`src/rtl/wpd_pkg.sv`:
```
// ----------------------------------------------------------------------------
// wpd_pkg
// Shared types and constants of the word packet deframer.
// ----------------------------------------------------------------------------
package wpd_pkg;

    // Deframing phase
    typedef enum logic [2:0] {
        PH_WAIT_HEAD,
        PH_WANT_SIZE,
        PH_WANT_START,
        PH_WANT_FIRST,
        PH_DATA,
        PH_WANT_SUM
    } phase_t;

    // Result status codes
    localparam logic [1:0] ST_GOOD     = 2'd0;
    localparam logic [1:0] ST_MISMATCH = 2'd1;
    localparam logic [1:0] ST_OVERFLOW = 2'd2;

    // Configuration register indexes
    localparam logic [1:0] CFG_HEAD_SIGN  = 2'd0;
    localparam logic [1:0] CFG_START_SIGN = 2'd1;
    localparam logic [1:0] CFG_END_SIGN   = 2'd2;

    // Configuration reset values
    localparam logic [31:0] HEAD_SIGN_RST  = 32'd1;
    localparam logic [31:0] START_SIGN_RST = 32'd2;
    localparam logic [31:0] END_SIGN_RST   = 32'd3;

    // Checksum outcome, control to replay
    typedef struct packed {
        logic       replay;
        logic       status_only;
        logic [1:0] status;
    } res_req_t;

    // Replay status, replay to control
    typedef struct packed {
        logic busy;
        logic slot_free;
    } rep_stat_t;

endpackage

```
`src/rtl/word_packet_deframer_sum_check_core.sv`:
```
// ----------------------------------------------------------------------------
// word_packet_deframer_sum_check_core
// Word packet deframer with a 32-bit wrapping checksum and in-order replay.
//
// Takes one word a beat, one beat per clock while a packet is being
// deframed (head sign, size, start sign, data, end sign, checksum). Data
// words are written to a BUF_WORDS-deep RAM; words past its end are summed
// but dropped and flag overflow. The checksum beat waits only while the
// output register holds a result not yet taken. A good packet is replayed
// from the RAM in order, one registered read in flight at a time; input
// is held off until the last stored word has been read into the output
// register. A mismatch or overflow gives a single status beat. No
// clearing pass after reset: only written entries are read.
// ----------------------------------------------------------------------------
module word_packet_deframer_sum_check_core #(
    parameter int BUF_WORDS = 32
) (
    input  logic        clk,
    input  logic        rst_n,
    input  logic [31:0] word,
    input  logic        in_valid,
    output logic        in_ready,
    output logic [31:0] data_word,
    output logic [31:0] byte_size,
    output logic [1:0]  status,
    output logic        last,
    output logic        out_valid,
    input  logic        out_ready,
    input  logic        cfg_wr_en,
    input  logic [1:0]  cfg_index,
    input  logic [31:0] cfg_wdata
);

    localparam int AW = (BUF_WORDS > 1) ? $clog2(BUF_WORDS) : 1;
    localparam int CW = $clog2(BUF_WORDS + 1);

    // sign registers
    logic [31:0] head_sign_reg;
    logic [31:0] start_sign_reg;
    logic [31:0] end_sign_reg;

    wpd_pkg::res_req_t  req;
    wpd_pkg::rep_stat_t rstat;
    logic [CW-1:0]      stored_count;
    logic [31:0]        declared_size;
    logic               ram_we;
    logic [AW-1:0]      ram_waddr;
    logic [31:0]        ram_wdata;
    logic               ram_re;
    logic [AW-1:0]      ram_raddr;
    logic [31:0]        ram_rdata;

    // config writes; an index past the list is ignored
    always_ff @(posedge clk or negedge rst_n)
    begin
        if (!rst_n)
        begin
            head_sign_reg  <= wpd_pkg::HEAD_SIGN_RST;
            start_sign_reg <= wpd_pkg::START_SIGN_RST;
            end_sign_reg   <= wpd_pkg::END_SIGN_RST;
        end
        else if (cfg_wr_en)
        begin
            unique case (cfg_index)
                wpd_pkg::CFG_HEAD_SIGN:  head_sign_reg  <= cfg_wdata;
                wpd_pkg::CFG_START_SIGN: start_sign_reg <= cfg_wdata;
                wpd_pkg::CFG_END_SIGN:   end_sign_reg   <= cfg_wdata;
                default:
                begin
                end
            endcase
        end
    end

    // phase, sum and store fill
    wpd_ctrl #(
        .BUF_WORDS (BUF_WORDS)
    ) u_ctrl (
        .clk           (clk),
        .rst_n         (rst_n),
        .word          (word),
        .in_valid      (in_valid),
        .in_ready      (in_ready),
        .head_sign     (head_sign_reg),
        .start_sign    (start_sign_reg),
        .end_sign      (end_sign_reg),
        .rstat         (rstat),
        .req           (req),
        .stored_count  (stored_count),
        .declared_size (declared_size),
        .ram_we        (ram_we),
        .ram_waddr     (ram_waddr),
        .ram_wdata     (ram_wdata)
    );

    // payload store
    wpd_ram #(
        .WIDTH (32),
        .DEPTH (BUF_WORDS)
    ) u_store (
        .clk   (clk),
        .we    (ram_we),
        .waddr (ram_waddr),
        .wdata (ram_wdata),
        .re    (ram_re),
        .raddr (ram_raddr),
        .rdata (ram_rdata)
    );

    // replay sequencer and output register
    wpd_replay #(
        .BUF_WORDS (BUF_WORDS)
    ) u_replay (
        .clk           (clk),
        .rst_n         (rst_n),
        .req           (req),
        .stored_count  (stored_count),
        .declared_size (declared_size),
        .rstat         (rstat),
        .ram_re        (ram_re),
        .ram_raddr     (ram_raddr),
        .ram_rdata     (ram_rdata),
        .data_word     (data_word),
        .byte_size     (byte_size),
        .status        (status),
        .last          (last),
        .out_valid     (out_valid),
        .out_ready     (out_ready)
    );

endmodule

```
`src/rtl/wpd_ram.sv`:
```
// ----------------------------------------------------------------------------
// wpd_ram
// Generic single-write, single-read RAM with registered read data.
// ----------------------------------------------------------------------------
module wpd_ram #(
    parameter int WIDTH = 32,
    parameter int DEPTH = 32
) (
    input  logic                                     clk,
    input  logic                                     we,
    input  logic [((DEPTH > 1) ? $clog2(DEPTH) : 1)-1:0] waddr,
    input  logic [WIDTH-1:0]                         wdata,
    input  logic                                     re,
    input  logic [((DEPTH > 1) ? $clog2(DEPTH) : 1)-1:0] raddr,
    output logic [WIDTH-1:0]                         rdata
);

    logic [WIDTH-1:0] mem [DEPTH];

    always_ff @(posedge clk)
    begin
        if (we)
        begin
            mem[waddr] <= wdata;
        end
        if (re)
        begin
            rdata <= mem[raddr];
        end
    end

endmodule

```
`src/rtl/wpd_ctrl.sv`:
```
// ----------------------------------------------------------------------------
// wpd_ctrl
// Phase tracking, running sum and store fill; raises the checksum outcome.
// ----------------------------------------------------------------------------
module wpd_ctrl #(
    parameter int BUF_WORDS = 32,
    localparam int AW = (BUF_WORDS > 1) ? $clog2(BUF_WORDS) : 1,
    localparam int CW = $clog2(BUF_WORDS + 1)
) (
    input  logic               clk,
    input  logic               rst_n,
    input  logic [31:0]        word,
    input  logic               in_valid,
    output logic               in_ready,
    input  logic [31:0]        head_sign,
    input  logic [31:0]        start_sign,
    input  logic [31:0]        end_sign,
    input  wpd_pkg::rep_stat_t rstat,
    output wpd_pkg::res_req_t  req,
    output logic [CW-1:0]      stored_count,
    output logic [31:0]        declared_size,
    output logic               ram_we,
    output logic [AW-1:0]      ram_waddr,
    output logic [31:0]        ram_wdata
);

    wpd_pkg::phase_t phase_reg, phase_next;
    logic [31:0]     size_reg, size_next;
    logic [31:0]     sum_reg, sum_next;
    logic [CW-1:0]   count_reg, count_next;
    logic            ovf_reg, ovf_next;
    logic            accept;
    logic            take;
    logic [CW-1:0]   base_count;
    logic [31:0]     base_sum;
    logic            base_ovf;

    // checksum beat needs the output slot; replay holds input off
    assign in_ready = !rstat.busy &&
                      ((phase_reg != wpd_pkg::PH_WANT_SUM) || rstat.slot_free);
    assign accept   = in_valid && in_ready;

    assign stored_count  = count_reg;
    assign declared_size = size_reg;

    always_ff @(posedge clk or negedge rst_n)
    begin
        if (!rst_n)
        begin
            phase_reg <= wpd_pkg::PH_WAIT_HEAD;
            size_reg  <= '0;
            sum_reg   <= '0;
            count_reg <= '0;
            ovf_reg   <= 1'b0;
        end
        else
        begin
            phase_reg <= phase_next;
            size_reg  <= size_next;
            sum_reg   <= sum_next;
            count_reg <= count_next;
            ovf_reg   <= ovf_next;
        end
    end

    // next phase
    always_comb
    begin
        phase_next = phase_reg;
        if (accept)
        begin
            unique case (phase_reg)
                wpd_pkg::PH_WAIT_HEAD:
                begin
                    if (word == head_sign)
                    begin
                        phase_next = wpd_pkg::PH_WANT_SIZE;
                    end
                end
                wpd_pkg::PH_WANT_SIZE:
                begin
                    phase_next = wpd_pkg::PH_WANT_START;
                end
                wpd_pkg::PH_WANT_START:
                begin
                    if (word == start_sign)
                    begin
                        phase_next = wpd_pkg::PH_WANT_FIRST;
                    end
                end
                wpd_pkg::PH_WANT_FIRST:
                begin
                    if (word != end_sign)
                    begin
                        phase_next = wpd_pkg::PH_DATA;
                    end
                end
                wpd_pkg::PH_DATA:
                begin
                    if (word == end_sign)
                    begin
                        phase_next = wpd_pkg::PH_WANT_SUM;
                    end
                end
                wpd_pkg::PH_WANT_SUM:
                begin
                    phase_next = wpd_pkg::PH_WAIT_HEAD;
                end
                default:
                begin
                    phase_next = wpd_pkg::PH_WAIT_HEAD;
                end
            endcase
        end
    end

    // datapath and outputs
    always_comb
    begin
        size_next  = size_reg;
        sum_next   = sum_reg;
        count_next = count_reg;
        ovf_next   = ovf_reg;
        req        = '0;
        take       = 1'b0;
        base_count = count_reg;
        base_sum   = sum_reg;
        base_ovf   = ovf_reg;
        ram_we     = 1'b0;
        ram_waddr  = count_reg[AW-1:0];
        ram_wdata  = word;

        if (accept)
        begin
            unique case (phase_reg)
                wpd_pkg::PH_WANT_SIZE:
                begin
                    size_next = word;
                end
                wpd_pkg::PH_WANT_FIRST:
                begin
                    if (word != end_sign)
                    begin
                        // fresh packet body
                        base_count = '0;
                        base_sum   = '0;
                        base_ovf   = 1'b0;
                        take       = 1'b1;
                    end
                end
                wpd_pkg::PH_DATA:
                begin
                    take = (word != end_sign);
                end
                wpd_pkg::PH_WANT_SUM:
                begin
                    if (word != sum_reg)
                    begin
                        req.status_only = 1'b1;
                        req.status      = wpd_pkg::ST_MISMATCH;
                    end
                    else if (ovf_reg)
                    begin
                        req.status_only = 1'b1;
                        req.status      = wpd_pkg::ST_OVERFLOW;
                    end
                    else if (count_reg == '0)
                    begin
                        req.status_only = 1'b1;
                        req.status      = wpd_pkg::ST_GOOD;
                    end
                    else
                    begin
                        req.replay = 1'b1;
                        req.status = wpd_pkg::ST_GOOD;
                    end
                end
                default:
                begin
                end
            endcase
        end

        if (take)
        begin
            sum_next   = base_sum + word;
            count_next = base_count;
            ovf_next   = base_ovf;
            if (base_count < CW'(BUF_WORDS))
            begin
                ram_we     = 1'b1;
                ram_waddr  = base_count[AW-1:0];
                count_next = base_count + 1'b1;
            end
            else
            begin
                ovf_next = 1'b1;
            end
        end
    end

endmodule

```
`src/rtl/wpd_replay.sv`:
```
// ----------------------------------------------------------------------------
// wpd_replay
// Reads the store back in order and holds the output register.
// ----------------------------------------------------------------------------
module wpd_replay #(
    parameter int BUF_WORDS = 32,
    localparam int AW = (BUF_WORDS > 1) ? $clog2(BUF_WORDS) : 1,
    localparam int CW = $clog2(BUF_WORDS + 1)
) (
    input  logic               clk,
    input  logic               rst_n,
    input  wpd_pkg::res_req_t  req,
    input  logic [CW-1:0]      stored_count,
    input  logic [31:0]        declared_size,
    output wpd_pkg::rep_stat_t rstat,
    output logic               ram_re,
    output logic [AW-1:0]      ram_raddr,
    input  logic [31:0]        ram_rdata,
    output logic [31:0]        data_word,
    output logic [31:0]        byte_size,
    output logic [1:0]         status,
    output logic               last,
    output logic               out_valid,
    input  logic               out_ready
);

    logic          act_reg;
    logic          pend_reg;
    logic          pend_last_reg;
    logic [CW-1:0] rd_cnt_reg;
    logic          out_valid_reg;
    logic [31:0]   out_data_reg;
    logic [31:0]   out_size_reg;
    logic [1:0]    out_status_reg;
    logic          out_last_reg;
    logic          slot_free;
    logic          issue;
    logic [CW-1:0] rd_cnt_inc;
    logic          issue_last;

    assign slot_free  = !out_valid_reg || out_ready;
    // one read in flight; it lands in a slot that is free by then
    assign issue      = act_reg && !pend_reg && slot_free;
    assign rd_cnt_inc = rd_cnt_reg + 1'b1;
    assign issue_last = (rd_cnt_inc == stored_count);

    assign ram_re    = issue;
    assign ram_raddr = rd_cnt_reg[AW-1:0];

    assign rstat.busy      = act_reg || pend_reg;
    assign rstat.slot_free = slot_free;

    assign data_word = out_data_reg;
    assign byte_size = out_size_reg;
    assign status    = out_status_reg;
    assign last      = out_last_reg;
    assign out_valid = out_valid_reg;

    always_ff @(posedge clk or negedge rst_n)
    begin
        if (!rst_n)
        begin
            act_reg       <= 1'b0;
            pend_reg      <= 1'b0;
            pend_last_reg <= 1'b0;
            rd_cnt_reg    <= '0;
            out_valid_reg <= 1'b0;
        end
        else
        begin
            if (req.replay)
            begin
                act_reg    <= 1'b1;
                rd_cnt_reg <= '0;
            end
            else if (issue)
            begin
                rd_cnt_reg    <= rd_cnt_inc;
                pend_last_reg <= issue_last;
                if (issue_last)
                begin
                    act_reg <= 1'b0;
                end
            end
            pend_reg <= issue;

            if (pend_reg || req.status_only)
            begin
                out_valid_reg <= 1'b1;
            end
            else if (out_ready)
            begin
                out_valid_reg <= 1'b0;
            end
        end
    end

    always_ff @(posedge clk)
    begin
        if (pend_reg)
        begin
            out_data_reg   <= ram_rdata;
            out_size_reg   <= declared_size;
            out_status_reg <= wpd_pkg::ST_GOOD;
            out_last_reg   <= pend_last_reg;
        end
        else if (req.status_only)
        begin
            out_data_reg   <= '0;
            out_size_reg   <= declared_size;
            out_status_reg <= req.status;
            out_last_reg   <= 1'b1;
        end
    end

endmodule

```
`config.mk`:
```
export PLATFORM = sky130hd
export DESIGN_NAME = word_packet_deframer_sum_check_core
export DESIGN_NICKNAME = d
export VERILOG_FILES = /design/src/rtl/wpd_pkg.sv /design/src/rtl/word_packet_deframer_sum_check_core.sv /design/src/rtl/wpd_ram.sv /design/src/rtl/wpd_ctrl.sv /design/src/rtl/wpd_replay.sv
export SDC_FILE = /design/constraint.sdc
export NUM_CORES = 1
export LEC_CHECK = 0
export ABC_AREA = 0
export BUFFER_PORTS_ARGS = -buffer_cell sky130_fd_sc_hd__buf_4
export CORE_MARGIN = 1.5
export CORE_UTILIZATION = 55
export DETAILED_ROUTE_END_ITERATION = 10
export PLACE_DENSITY = 0.72
export SETUP_SLACK_MARGIN = 0.15
export SLEW_MARGIN = 20
export SYNTH_ARGS = -nofsm -noshare
export SYNTH_HDL_FRONTEND = slang
export SYNTH_SLANG_ARGS = --single-unit
```
`constraint.sdc`:
```
create_clock -name clk -period 16.8 [get_ports clk]
set_input_delay 3.36 -clock clk [delete_from_list [all_inputs] [get_ports clk]]
set_output_delay 3.36 -clock clk [all_outputs]
set_load 0.01 [all_outputs]
```
==> flow_summary_export.csv, run 1 <==
group,metric,value,unit
run_status,status,"completed",
layout,regMostFlops,"u_store.mem",
floorplan,design.core.area,94730,um^2
timing,finalSetupViolCount,0,
yosys,syn_avg_cell_area,20.00,um^2
timing,tightest_slew,1.093,ns
power,leakage,0.01981,uW
floorplan,rows,113,
worst_setup_path,arrival,8.22,ns
cts,post_cts_buffers,0,
floorplan,start_util,0.5535,
worst_setup_path,max_stage_delay,0.47,ns
yosys,syn_nets,2727,
worst_setup_path,path_class,"in2reg",
yosys,ys_types,71,
routing,drt_iter0_drc,3235,
routing,vias,27132,
layout,final_common_cell,"edfxtp_1",
yosys,async_flop_share,0.1381,
yosys,syn-instance-count,2622,
placement,dpl.cell_count,3952,
layout,fillers,6475,
global_routing,grt_overflow,0,
yosys,ys_seq_area_frac,0.7288,
cts,htreeDepth,4,
timing,clock.fmax,0.1319,GHz
layout,fin_util,0.6297,
power,power_density,112.4,nW/um^2
worst_setup_path,crit_required,17.44,ns
cts,ctsRootBufferMaster,"clkbuf_16",
layout,drive_gt1_frac,0.3214,
cts,clk_pin_slew,0.06,ns
timing,finClkSkew,0.02702,ns
global_routing,grt_pass1_wl,196200,um
worst_setup_path,crit_path_max_fanout,47,
global_routing,grt_max_degree,138,
yosys,ys_seq_elements,1303,
placement,place_hpwl,79470,um
worst_setup_path,endpoint_kind,"flop",
routing,ant_nets,0,
floorplan,die_x,311.7,um
floorplan,die_h,311.7,um
routing,drtPass1Iterations,5,
worst_setup_path,cp_top_family,"compound AO/OA/AOI/OAI gates",
cts,cts_buffers,132,
layout,final_cells,4193,
layout,multi_input_area,13850,um^2
timing,drv_slew,0,
cts,insertion_delay,0.74,ns
global_routing,grt_pass1_vias,27422,
power,ir_drop,0.09872,mV
min_path,hp-class,"reg2reg",
timing,holdWs,0.4411,ns
cts,cts_sinks,1303,
layout,largest_register_ffs,1024,
worst_setup_path,critPathBufInv,2,
worst_setup_path,worstSetupStartpointType,"primary input",
placement,gp_congestion,0.9440,
yosys,synth_ff_type,"edfxtp_1",
global_routing,grt_use_total,0.2865,
global_routing,antenna_found_initial,6,
routing,drt-total-wl,137500,um
routing,drc_errors,0,
floorplan,ios,140,
timing,fin_crit,7.582,ns
cts,cts-resized-gates,0,
yosys,synth_area,52430,um^2
layout,nets,2927,
timing,hold_viol_final,0,
power,power.total,6703,uW
timing,rsz0062_at_grt,"no",
timing,finalCritPeriodShare,0.4513,
routing,wl_per_cell,32.79,um
layout,final_cell_mix,"edfxtp_1 (1121), mux4_2 (320), buf_4 (208)",
routing,viasPerCell,6.471,
worst_setup_path,cp_cell_sequence,"buf_4 -> xor2_1 -> nor4_1 -> nand4_1 -> o21ai_2 -> buf_4 -> and2_1 -> ha_1 -> a211oi_1 -> o211ai_1 -> a211o_4 -> a2111o_1 -> a2111oi_4 -> o21ai_2 -> a31o_1 -> a211oi_1",
floorplan,die_area,97180,um^2
cts,clk_path_buf_depth,3,
yosys,synth-edff-count,1121,
layout,syn2layout_area_growth,13.77,%
timing,max-slew-margin-rel,0.2693,
layout,seq_area,38230,um^2
timing,finalSetupTns,0,ns
flow_run,cap_violations,0,
worst_setup_path,cp_slowest_cell,"buf_4",
yosys,synth-warning-count,0,
placement,portBuffers,139,
cts,cts_tree,"done",
cts,hold_buffers,0,
through the flow:
stage               instance area (um^2)  setup slack, ns
finish                             59650            9.218
detailed placement                 55340            8.657
floorplan                          52430            8.169
global route                       59650            9.089
global placement                   55340            8.627
CTS                                59600            9.383
cell type report:
class | instances | area share
Clock buffer | 169 | 0.06035
Inverter | 14 | 0.0009020
Clock inverter | 68 | 0.01112
Sequential cell | 1303 | 0.6409
Timing Repair Buffer | 214 | 0.02792
Tap cell | 1265 | 0.02654
Antenna cell | 3 | 0.0001259
Multi-Input combinational cell | 1157 | 0.2321
kinds of logic after synthesis:
kind of cell    count (synthesis)  share of synthesized area
fa+ha+maj                      34                   0.008257
xor+xnor                      158                    0.02639
compound gates                167                    0.02093
mux                           482                     0.1722
buf+inv                       162                    0.01181
flops                        1303                     0.7288
simple gates                  316                    0.03153
metal layers:
layer	vias up	routed length, um	GRT usage
met2	1564	65020	0.4415
met5	-	13	0
li1	11000	-	-
met4	2	4877	0.1080
met3	231	12830	0.05544
met1	14335	54750	0.4114
power by group:
part           internal [uW]  total [uW]  switching [uW]
sequential              3560        3590            35.8
clock                   1680        2890            1220
combinational           84.1         218             134
worst paths after layout:
kind	from	to	slack, ns	depth (start not counted)
setup / recovery	word[28]	u_ctrl.sum_reg[31]	9.22	16
hold / removal	u_ctrl.declared_size[23]	u_replay.byte_size[23]	0.44	0
setup reg to reg	end_sign_reg[25]	u_ctrl.sum_reg[31]	11.82	15
hold reg to reg	u_ctrl.declared_size[23]	u_replay.byte_size[23]	0.44	0
max in group asynchronous	rst_n	u_ctrl.sum_reg[8]	12.71	2
min in group asynchronous	rst_n	end_sign_reg[30]	2.74	1
synth_stat cells, types with 32 or more instances:
library cell / n / area share
a21oi_1: 39 / 0.0037
and2_1: 67 / 0.0080
clkbuf_1: 114 / 0.0082
dfrtp_1: 176 / 0.084
edfxtp_1: 1121 / 0.64
ha_1: 33 / 0.0079
mux2_2: 161 / 0.035
mux4_2: 320 / 0.14
nand2_1: 80 / 0.0057
nor2_1: 57 / 0.0041
nor4_1: 32 / 0.0038
o21ai_0: 49 / 0.0047
xnor2_1: 49 / 0.0082
xor2_1: 109 / 0.018
(Power assumes the default switching activity.)
==> run 2: changes to the inputs <==
==> constraint.sdc (replaced) <==
create_clock -name clk -period 7 [get_ports clk]
set_input_delay 1.4 -clock clk [delete_from_list [all_inputs] [get_ports clk]]
set_output_delay 1.4 -clock clk [all_outputs]
set_load 0.01 [all_outputs]
==> flow_summary_export.csv, run 2 (synthesized netlist as in run 1, its figures left out) <==
group,metric,value,unit
floorplan,die_x,311.7,um
routing,viasPerCell,6.531,
timing,hold_viol_final,0,
min_path,hp-class,"reg2reg",
worst_setup_path,crit_required,7.62,ns
layout,final_common_cell,"edfxtp_1",
timing,finalCritPeriodShare,0.7810,
worst_setup_path,crit_path_max_fanout,38,
layout,regMostFlops,"u_store.mem",
flow_run,cap_violations,0,
routing,ant_nets,0,
cts,insertion_delay,0.75,ns
floorplan,start_util,0.5535,
placement,place_hpwl,80280,um
floorplan,die_h,311.7,um
power,power.total,16140,uW
worst_setup_path,cp_cell_sequence,"buf_4 -> xor2_1 -> nor4_1 -> nand4_1 -> o21ai_2 -> and2_1 -> ha_1 -> a211oi_1 -> o211ai_1 -> a211o_4 -> a2111o_1 -> a2111oi_4 -> o21ai_2 -> a31o_1 -> a211oi_1",
placement,portBuffers,139,
routing,drtPass1Iterations,7,
timing,max-slew-margin-rel,0.2597,
worst_setup_path,cp-startpoint,"word[18]",
cts,hold_buffers,0,
placement,dpl.cell_count,3979,
worst_setup_path,r2r-start,"u_ctrl.phase_reg[1]",
run_status,status,"completed",
routing,wl_per_cell,33.04,um
timing,rsz0062_at_grt,"no",
floorplan,rows,113,
worst_setup_path,worstSetupStartpointType,"primary input",
timing,finalSetupTns,0,ns
timing,drv_slew,0,
worst_setup_path,path_class,"in2reg",
cts,cts_buffers,132,
timing,tightest_slew,1.108,ns
min_path,min_delay_path_depth,0,
cts,cts-resized-gates,0,
worst_setup_path,arrival,6.08,ns
timing,clock.fmax,0.1829,GHz
cts,post_cts_buffers,0,
global_routing,grt_use_total,0.2911,
layout,largest_register_ffs,1024,
layout,final_cell_mix,"edfxtp_1 (1121), mux4_2 (320), buf_4 (231)",
min_path,hp-start,"u_ctrl.declared_size[3]",
global_routing,grt_max_degree,132,
worst_setup_path,endpoint_kind,"flop",
worst_setup_path,crit_cells,15,
global_routing,grt_pass1_vias,27957,
power,leakage,0.01998,uW
routing,drt-total-wl,139400,um
timing,finalSetupViolCount,0,
global_routing,grt_pass1_wl,198800,um
global_routing,grt_overflow,0,
layout,final_area,59910,um^2
timing,finClkSkew,0.04979,ns
worst_setup_path,max_stage_delay,0.56,ns
routing,drt_iter0_drc,3426,
worst_setup_path,critPathBufInv,1,
layout,syn2layout_area_growth,14.28,%
timing,holdWs,0.4414,ns
worst_setup_path,timing.reg2reg.worst_path_depth,15,
worst_setup_path,cp_slowest_cell,"o21ai_2",
placement,placed_area,55620,um^2
floorplan,design.core.area,94730,um^2
placement,gp_congestion,0.9225,
cts,ctsRootBufferMaster,"clkbuf_16",
cts,clk_path_buf_depth,3,
power,ir_drop,0.2304,mV
routing,vias,27556,
floorplan,ios,140,
worst_setup_path,cp_top_family,"compound AO/OA/AOI/OAI gates",
layout,final_cells,4219,
layout,nets,2953,
cts,htreeDepth,4,
cts,cts_tree,"done",
power,power_density,269.4,nW/um^2
timing,fin_crit,5.467,ns
cts,cts_sinks,1303,
layout,drive_gt1_frac,0.3278,
cts,clk_pin_slew,0.06,ns
floorplan,die_area,97180,um^2
routing,drc_errors,0,
global_routing,antenna_found_initial,3,
-- run 2: worst reg2reg max path: stages, from the launching register on --
cell       delay, ns
dfrtp_1         0.55
nand4bb_1       0.21
nand4_1         0.14
nor2_1          0.46
o21ai_2         0.35
and2_1          0.26
ha_1            0.22
fa_1            0.45
a21oi_1         0.24
o22ai_1         0.19
a311oi_1        0.56
o21bai_1        0.17
a21oi_1         0.26
o21ai_0         0.30
a2111o_1        0.45
o211ai_1        0.10
-- run 2: metal layers --
metal	global-route usage	routed length (um)
met5	0	0
met4	0.1225	5974
met3	0.04945	13520
met2	0.4462	65440
met1	0.4199	54480
-- run 2: final cells by class --
type | count | area [um^2]
flip-flops and latches | 1303 | 38230
fillers | 6312 | 34810
multi-input cells | 1157 | 13850
clock buffers | 169 | 3631
repair buffers | 240 | 1906
well taps | 1265 | 1583
clock inverters | 70 | 660.6
inverters | 14 | 53.80
diodes | 1 | 2.502
-- run 2: final timing paths --
path                                     endpoint  slack [ns]
hold reg to reg             u_replay.byte_size[3]        0.44
min in group asynchronous  u_ctrl.stored_count[1]        0.61
max in group asynchronous       u_replay.pend_reg        4.97
setup / recovery               u_ctrl.sum_reg[31]        1.53
hold / removal              u_replay.byte_size[3]        0.44
setup reg to reg               u_ctrl.sum_reg[30]        1.99
-- run 2: where the power goes --
| part | switching, uW | internal [uW] |
|---|---|---|
| logic | 323 | 205 |
| clock network | 2950 | 4050 |
| registers | 80.2 | 8530 |
| total | 3350 | 12800 |
-- run 2: metrics by stage --
stage / util / worst slack [ns]
2_1_floorplan: - / 0.3286
3_3_place_gp: 0.5871 / 0.8021
3_5_place_dp: 0.5871 / 0.7806
4_1_cts: 0.6325 / 1.557
5_1_grt: 0.6325 / 1.314
6_report: 0.6325 / 1.533
